File: src/design/oahs_pkg.sv
`timescale 1ns / 1ps
package oahs_pkg;
    localparam logic [1:0] OP_ADD    = 2'd0;
    localparam logic [1:0] OP_REMOVE = 2'd1;
    localparam logic [1:0] OP_MEMBER = 2'd2;
    localparam logic [1:0] OP_CLEAR  = 2'd3;

    localparam logic [2:0] ST_ADDED     = 3'd0;
    localparam logic [2:0] ST_PRESENT   = 3'd1;
    localparam logic [2:0] ST_REMOVED   = 3'd2;
    localparam logic [2:0] ST_NOT_FOUND = 3'd3;
    localparam logic [2:0] ST_MEMBER    = 3'd4;
    localparam logic [2:0] ST_RESERVED  = 3'd5;
    localparam logic [2:0] ST_FULL      = 3'd6;
    localparam logic [2:0] ST_CLEARED   = 3'd7;

    localparam int          COUNT_BITS       = 11;
    localparam int          KEY_BITS         = 48;
    localparam logic [10:0] LOAD_LIMIT_RESET = 11'd870;

    typedef struct packed {
        logic [1:0]          opcode;
        logic [KEY_BITS-1:0] key;
    } in_item_t;

    typedef struct packed {
        logic [2:0]  status;
        logic [10:0] item_count;
    } out_item_t;

    // Command handed from the front end to the back end through the queue.
    typedef struct packed {
        logic [1:0]          opcode;
        logic                reserved;
        logic [KEY_BITS-1:0] key;
    } cmd_t;
endpackage

File: src/design/oahs_front.sv
`timescale 1ns / 1ps
module oahs_front #(
    parameter int DEPTH = 2
) (
    input  logic             clk,
    input  logic             rst_n,
    input  logic             in_valid,
    output logic             in_ready,
    input  oahs_pkg::in_item_t in_data,
    output logic             cmd_valid,
    input  logic             cmd_ready,
    output oahs_pkg::cmd_t   cmd_data
);
    import oahs_pkg::*;

    localparam int PW = (DEPTH > 1) ? $clog2(DEPTH) : 1;

    cmd_t            q_mem [DEPTH];
    logic [PW-1:0]   wr_ptr_reg, rd_ptr_reg;
    logic [PW:0]     fill_reg;
    logic [KEY_BITS-1:0] key_m;
    cmd_t            cmd_in;
    logic            push, pop;

    always_comb
    begin
        key_m = in_data.key;
        cmd_in = '0;
        cmd_in.opcode = in_data.opcode;
        cmd_in.key = key_m;
        // Keys 0 and 1 mark empty and deleted slots and can never be stored.
        cmd_in.reserved = (key_m[KEY_BITS-1:1] == '0);
    end

    assign in_ready  = (fill_reg != (PW+1)'(DEPTH));
    assign cmd_valid = (fill_reg != '0);
    assign cmd_data  = q_mem[rd_ptr_reg];
    assign push = in_valid && in_ready;
    assign pop  = cmd_valid && cmd_ready;

    always_ff @(posedge clk)
    begin
        if (push)
        begin
            q_mem[wr_ptr_reg] <= cmd_in;
        end
    end

    always_ff @(posedge clk or negedge rst_n)
    begin
        if (!rst_n)
        begin
            wr_ptr_reg <= '0;
            rd_ptr_reg <= '0;
            fill_reg   <= '0;
        end
        else
        begin
            if (push)
            begin
                wr_ptr_reg <= (wr_ptr_reg == PW'(DEPTH-1)) ? '0 : wr_ptr_reg + 1'b1;
            end
            if (pop)
            begin
                rd_ptr_reg <= (rd_ptr_reg == PW'(DEPTH-1)) ? '0 : rd_ptr_reg + 1'b1;
            end
            fill_reg <= fill_reg + (PW+1)'(push) - (PW+1)'(pop);
        end
    end

`ifndef NO_ASSERTIONS
    a_fill_bound: assert property (@(posedge clk) disable iff (!rst_n)
        fill_reg <= (PW+1)'(DEPTH))
        else $error("queue fill above depth");
    a_no_push_full: assert property (@(posedge clk) disable iff (!rst_n)
        (fill_reg == (PW+1)'(DEPTH)) && !pop |=> fill_reg == (PW+1)'(DEPTH))
        else $error("queue overflowed");
    a_empty_no_pop: assert property (@(posedge clk) disable iff (!rst_n)
        fill_reg == '0 |-> !cmd_valid)
        else $error("pop from empty queue");
`endif
endmodule

File: config.mk
export PLATFORM = sky130hd
export DESIGN_NAME = oahs_front
export DESIGN_NICKNAME = d
export VERILOG_FILES = /design/src/design/oahs_pkg.sv /design/src/design/oahs_front.sv
export SDC_FILE = /design/constraint.sdc
export NUM_CORES = 1
export LEC_CHECK = 0
export BUFFER_PORTS_ARGS = -buffer_cell sky130_fd_sc_hd__buf_2
export CORE_UTILIZATION = 52
export CTS_BUF_LIST = sky130_fd_sc_hd__clkbuf_16
export DETAILED_ROUTE_END_ITERATION = 10
export HOLD_SLACK_MARGIN = 0.12
export PLACE_DENSITY = 0.79
export SETUP_SLACK_MARGIN = 0.1
export SLEW_MARGIN = 20
export SYNTH_ARGS = -nofsm -noshare
export SYNTH_HDL_FRONTEND = slang
export SYNTH_SLANG_ARGS = --single-unit
File: constraint.sdc
create_clock -name clk -period 4.2 [get_ports clk]
set_input_delay 0.21 -clock clk [delete_from_list [all_inputs] [get_ports clk]]
set_output_delay 0.21 -clock clk [all_outputs]
set_load 0.05 [all_outputs]
==> results.ini, run 1 <==
[setup_path]
cp_cell_sequence = nand2b_1 > nand2_1 > nor2_4 > buf_4
worst-r2r-setup-slack_ns = 2.10
timing.rr.start = fill_reg[0]$_DFF_PN0_
r2r_cells = 4
slowest_delay_ns = 0.56
path_buf_inv = 1
crit_family = simple AND/OR/NAND/NOR gates
crit_required_ns = 4.20
end_kind = flop
crit_type = flop to flop
crit_path_top_delay_cell = nor2_4
r2r-end = q_mem[0][35]$_DFFE_PP_
critPathLaunchType = flop
critPathArrivalTime_ns = 2.10
crit_fanout = 26

[placement]
dp_slack_ns = 2.057
hpwlAfterDp_mm = 4.575
port_buffers = 106
place_area_mm2 = 0.004636
placed_cells = 398
gp_congestion = 0.7055

[logic_synthesis]
synth_edf_count = 102
syn_inst = 197
yosys.area.top_type = edfxtp_1
yosys_warnings = 0
syn-num-nets = 252
synth_area_per_cell_um2 = 20.38
synth.top_cell.area_share_pct = 76.29
synth_cell_type_count = 21
async_flop_share_pct = 3.774
yosysSeqAreaShare_pct = 78.78
yosys.cell_count.top_type = edfxtp_1
synth_seq_cells = 106
synth_area_mm2 = 0.004015
synth_ff_type = edfxtp_1
synth.top_cells.by_area = edfxtp_1, mux2_2, dfrtp_1
yosys-top-cells-count = edfxtp_1, mux2_2, nor4_1, buf_6, dfrtp_1

[sta]
slew_headroom_pct = 52.48
clock.fmax_ghz = 0.4753
grt_setup_unrepaired = no
min_period_over_period_pct = 50.10
slew_viol_final = 0
skew_ns = 0.005010
setup_violations = 0
fin_crit_ns = 2.104
finalHoldViolCount = 0
worst_pin_slew_ns = 0.7128
tns_ns = 0
hold_ws_ns = 0.1923
setup_ws_ns = 2.096

[floorplanning]
coreArea_mm2 = 0.007370
die_x_um = 89.87
die-area_mm2 = 0.008077
start_util_pct = 54.48
num_io_pins = 107
dieHeight_um = 89.87
rows = 31

[pwr]
powerDensity_mw_per_mm2 = 742.5
seqPwrFrac_pct = 40.0
ir_worst_vdd_mv = 0.4425
power.switching_mw = 1.652
p_clk_share_pct = 19.6
power_mw = 4.033
power_leakage_nw = 2.035
intPower_mw = 2.381
switching_share_pct = 40.95
power_frac_comb_pct = 40.4

[final_layout]
stdcell_count = 464
largest_reg_flops = 102
final_core_util_pct = 73.70
syn_to_final_growth_pct = 35.28
drive_above_1_share_pct = 48.49
diodes = 0
stdcell_area_mm2 = 0.005431
nets = 416

[clock_network]
cts_setup_buffers = 0
clk_pin_slew_ns = 0.06
htreeDepth = 3
cts_buffers = 9
clockBufferDepth = 2
cts_sinks = 106
cts_tree = yes
cts-root-buf = clkbuf_16
clock_latency_ns = 0.33

[route]
vias = 2383
wl_mm = 7.608
drc = 0
drt-initial-drc-count = 142
vias_per_cell = 5.136
firstDrtPassIters = 4
final_antenna_net_count = 0
wl_per_cell_um = 16.40

[global_routing]
antenna_found_initial = 0
overflow = 0
grt_usage_pct = 19.89
grt_pass1_vias = 2530
grt_pass1_wl_mm = 12.15
grt_max_degree = 53

[hold_path]
worstHoldStart = cmd_ready
hp-class = primary input to flop
hold_depth = 3
min_to = rd_ptr_reg$_DFFE_PN0P_

[status]
status = finished, final reports clean

[run]
cap_violations = 0

-- layout make-up --
class | instances | area (um2)
Tap cell | 99 | 123.9
Sequential cell | 106 | 3167
Clock inverter | 6 | 60.06
Multi-Input combinational cell | 85 | 799.5
Clock buffer | 9 | 225.2
Fill cell | 482 | 1938
Timing Repair Buffer | 159 | 1056
-- tightest hold or removal path: stages --
cell and delay, ns:
buf_2 0.13, nand2_1 0.08, xnor2_1 0.06
-- cells in the final DEF, fill, tap and decap left out, types with 2 or more instances in the layout --
master,count
clkbuf_16,9
buf_4,2
nor2_1,2
nor4_1,11
mux2_2,51
clkinv_2,2
xnor2_1,3
nand4_1,3
dfrtp_1,3
nand2_1,2
dlygate4sd3_1,51
nor3_1,2
edfxtp_1,102
buf_2,106
-- timing repair --
action / in CTS / in global routing
resized for setup: 0 / 0
hold endpoints to repair: 104 / 0
hold buffers: 51 / 0
-- power by group through the flow --
stage	sequential (mW)	combinational, mW	clock, mW
3_3_place_gp	1.62	1.59	0
6_report	1.61	1.63	0.791
2_1_floorplan	1.52	1.39	0
3_5_place_dp	1.64	1.59	0
5_1_grt	1.64	1.70	0.837
4_1_cts	1.61	1.63	0.802
-- metal layers --
metal,up-vias,global-route usage (%),wire (um)
li1,1120,-,-
met3,12,4.315,324
met1,1178,22.18,3012
met2,73,36.03,4136
met5,-,0,0
met4,0,9.812,135
-- logic make-up (layout without fill, tap and decap cells) --
| logic type | Yosys count | count (layout) | synth area share [%] |
|---|---|---|---|
| AO/OA/AOI/OAI | 4 | 4 | 0.7791 |
| XOR/XNOR | 3 | 3 | 0.6545 |
| adder cells (fa/ha/maj) | 1 | 1 | 0.3116 |
| buffers and inverters | 6 | 174 | 1.527 |
| flip-flops | 106 | 106 | 78.78 |
| multiplexers | 51 | 51 | 14.30 |
| AND/OR/NAND/NOR | 26 | 26 | 3.646 |
-- worst max path at each step --
stage | from | slack (ns) | cells after the start | end
after floorplan | fill_reg[0]$_DFF_PN0_ | 0.54 | 3 | q_mem[0][0]$_DFFE_PP_
after global placement | fill_reg[0]$_DFF_PN0_ | 2.13 | 4 | q_mem[0][47]$_DFFE_PP_
after detailed placement | fill_reg[0]$_DFF_PN0_ | 2.06 | 4 | q_mem[0][47]$_DFFE_PP_
after CTS | fill_reg[0]$_DFF_PN0_ | 2.05 | 4 | q_mem[0][42]$_DFFE_PP_
after global routing | fill_reg[0]$_DFF_PN0_ | 1.90 | 4 | q_mem[0][2]$_DFFE_PP_
final | fill_reg[0]$_DFF_PN0_ | 2.10 | 4 | q_mem[0][35]$_DFFE_PP_
Power figures use the tool's default switching activity.
==> run 2: changes to the inputs <==
Settings changed: CORE_UTILIZATION 52 to 47, PLACE_DENSITY 0.79 to 0.75.
Clock period 4.2 ns to 1.8 ns, I/O delays scaled along.
==> run 2 against run 1 <==
  * Combinational power rose to 2.6 times the previous value
  * Sequential power grew 120%
  * Global-route usage is 1.2 points lower
  * Critical path depth decreased by 1
  * Worst hold slack improved by 0.28 ns
  * Cell area rose by 2.9%
  * Cell count up 3.2%
  * Critical path type is now flop to primary output
  * Largest cell class unchanged
  * Largest power group unchanged
==> results.ini, run 2 (synthesized netlist as in run 1, its figures left out) <==
[status]
status = finished, final reports clean

[setup_path]
worst-r2r-setup-slack_ns = 0.29
startpoint = rd_ptr_reg$_DFFE_PN0P_
timing.rr.start = fill_reg[0]$_DFF_PN0_
critPathArrivalTime_ns = 1.58
crit_path_end = cmd_data[12]
crit_fanout = 36
r2r_cells = 3
crit_type = flop to primary output
r2r-end = q_mem[1][47]$_DFFE_PP_
end_kind = primary output
crit_required_ns = 1.71
critPathLaunchType = flop

[clock_network]
cts-root-buf = clkbuf_16
clock_latency_ns = 0.34
cts_sinks = 106
cts_setup_buffers = 0
clk_pin_slew_ns = 0.07
cts_buffers = 9
htreeDepth = 3
cts_tree = yes
clockBufferDepth = 2

[sta]
grt_setup_unrepaired = yes
slew_viol_final = 0
setup_violations = 0
fin_crit_ns = 1.670
slew_headroom_pct = 71.56
min_period_over_period_pct = 92.77
tns_ns = 0
skew_ns = 0.008033
setup_ws_ns = 0.1302
clock.fmax_ghz = 0.5989
worst_pin_slew_ns = 0.4227
finalHoldViolCount = 0

[floorplanning]
die_x_um = 94.43
rows = 33
start_util_pct = 48.62
coreArea_mm2 = 0.008258
num_io_pins = 107
dieHeight_um = 94.43
die-area_mm2 = 0.008916

[placement]
placed_cells = 409
place_area_mm2 = 0.004718
gp_congestion = 0.7131
dp_slack_ns = 0.3049
hpwlAfterDp_mm = 4.827
port_buffers = 106

[global_routing]
overflow = 0
grt_max_degree = 37
grt_pass1_vias = 2452
antenna_found_initial = 0
grt_usage_pct = 18.71
grt_pass1_wl_mm = 12.06

[hold_path]
hp-class = primary input to flop
worstHoldStart = in_data[48]

[run]
cap_violations = 0

[final_layout]
nets = 424
stdcell_area_mm2 = 0.005588
syn_to_final_growth_pct = 39.17
layout_common_cells = buf_2, edfxtp_1, dlygate4sd3_1
stdcell_count = 479
mostFrequentLayoutCell = buf_2
drive_above_1_share_pct = 49.73
fill_cells = 581
diodes = 0
largest_reg_flops = 102

[route]
wl_mm = 7.788
drt-initial-drc-count = 82
firstDrtPassIters = 4
final_antenna_net_count = 0
vias = 2398
vias_per_cell = 5.006
drc = 0
wl_per_cell_um = 16.26

[pwr]
power_leakage_nw = 2.109
ir_worst_vdd_mv = 1.416
powerDensity_mw_per_mm2 = 1759

[run 2: cell count changes in the layout (fill, tap and decap cells not counted), sizes merged]
| cell | before | now |
|---|---|---|
| dlygate4sd3 | 51 | 54 |
| clkinvlp | 1 | 0 |
| buf | 108 | 113 |
| clkinv | 3 | 2 |
| bufinv | 1 | 2 |
| inv | 1 | 3 |
[run 2: what timing repair did]
action                     4_1_cts  5_1_grt
hold buffers                    54        0
gates resized for setup          0        1
hold endpoints to repair       106        0
setup endpoints to repair        0       11
[run 2: where the power goes]
group | switching (mW) | internal (mW) | total (mW)
Clock | 0.860 | 1.23 | 2.09
Combinational | 2.95 | 1.25 | 4.20
Sequential | 0.168 | 3.37 | 3.54
Total | 3.98 | 5.85 | 9.83
[run 2: per-stage QoR]
step / hold slack, ns / util, % / power, mW
finish: 0.4711 / 67.67 / 9.831
global route: 0.4677 / 67.67 / 10.23
CTS: 0.4601 / 67.62 / 9.885
detailed placement: -0.09559 / 57.14 / 7.703
global placement: -0.09977 / 57.14 / 7.637
floorplan: -0.2056 / - / 6.826
[run 2: cell type report]
class | count | area, um2 | share of cell area, %
sequential | 106 | 3164 | 56.63
tap | 105 | 131.4 | 2.351
timing repair buffer | 167 | 1152 | 20.62
clock inverter | 7 | 100.1 | 1.791
multi-input combinational | 85 | 814.5 | 14.58
clock buffer | 9 | 225.2 | 4.030
[run 2: critical path: stages, from the launching register on]
cell and delay, ns:
dfrtp_2 0.40, buf_12 0.22, mux2_2 0.38, buf_2 0.22
[run 2: worst min path at each step]
stage                             endpoint  slack [ns]  cells after the start
floorplan            fill_reg[0]$_DFF_PN0_       -0.21                      0
detailed placement   fill_reg[0]$_DFF_PN0_        -0.1                      1
global placement     fill_reg[0]$_DFF_PN0_        -0.1                      1
global route        q_mem[0][50]$_DFFE_PP_        0.47                      2
CTS                 q_mem[0][49]$_DFFE_PP_        0.46                      2
finish              q_mem[0][49]$_DFFE_PP_        0.47                      2
[run 2: per-layer routing]
layer	up-vias	wire, um	track usage [%]
met5	-	0	0
met2	91	3951	32.49
li1	1137	-	-
met3	10	422	3.543
met4	0	131	8.462
met1	1160	3283	22.64
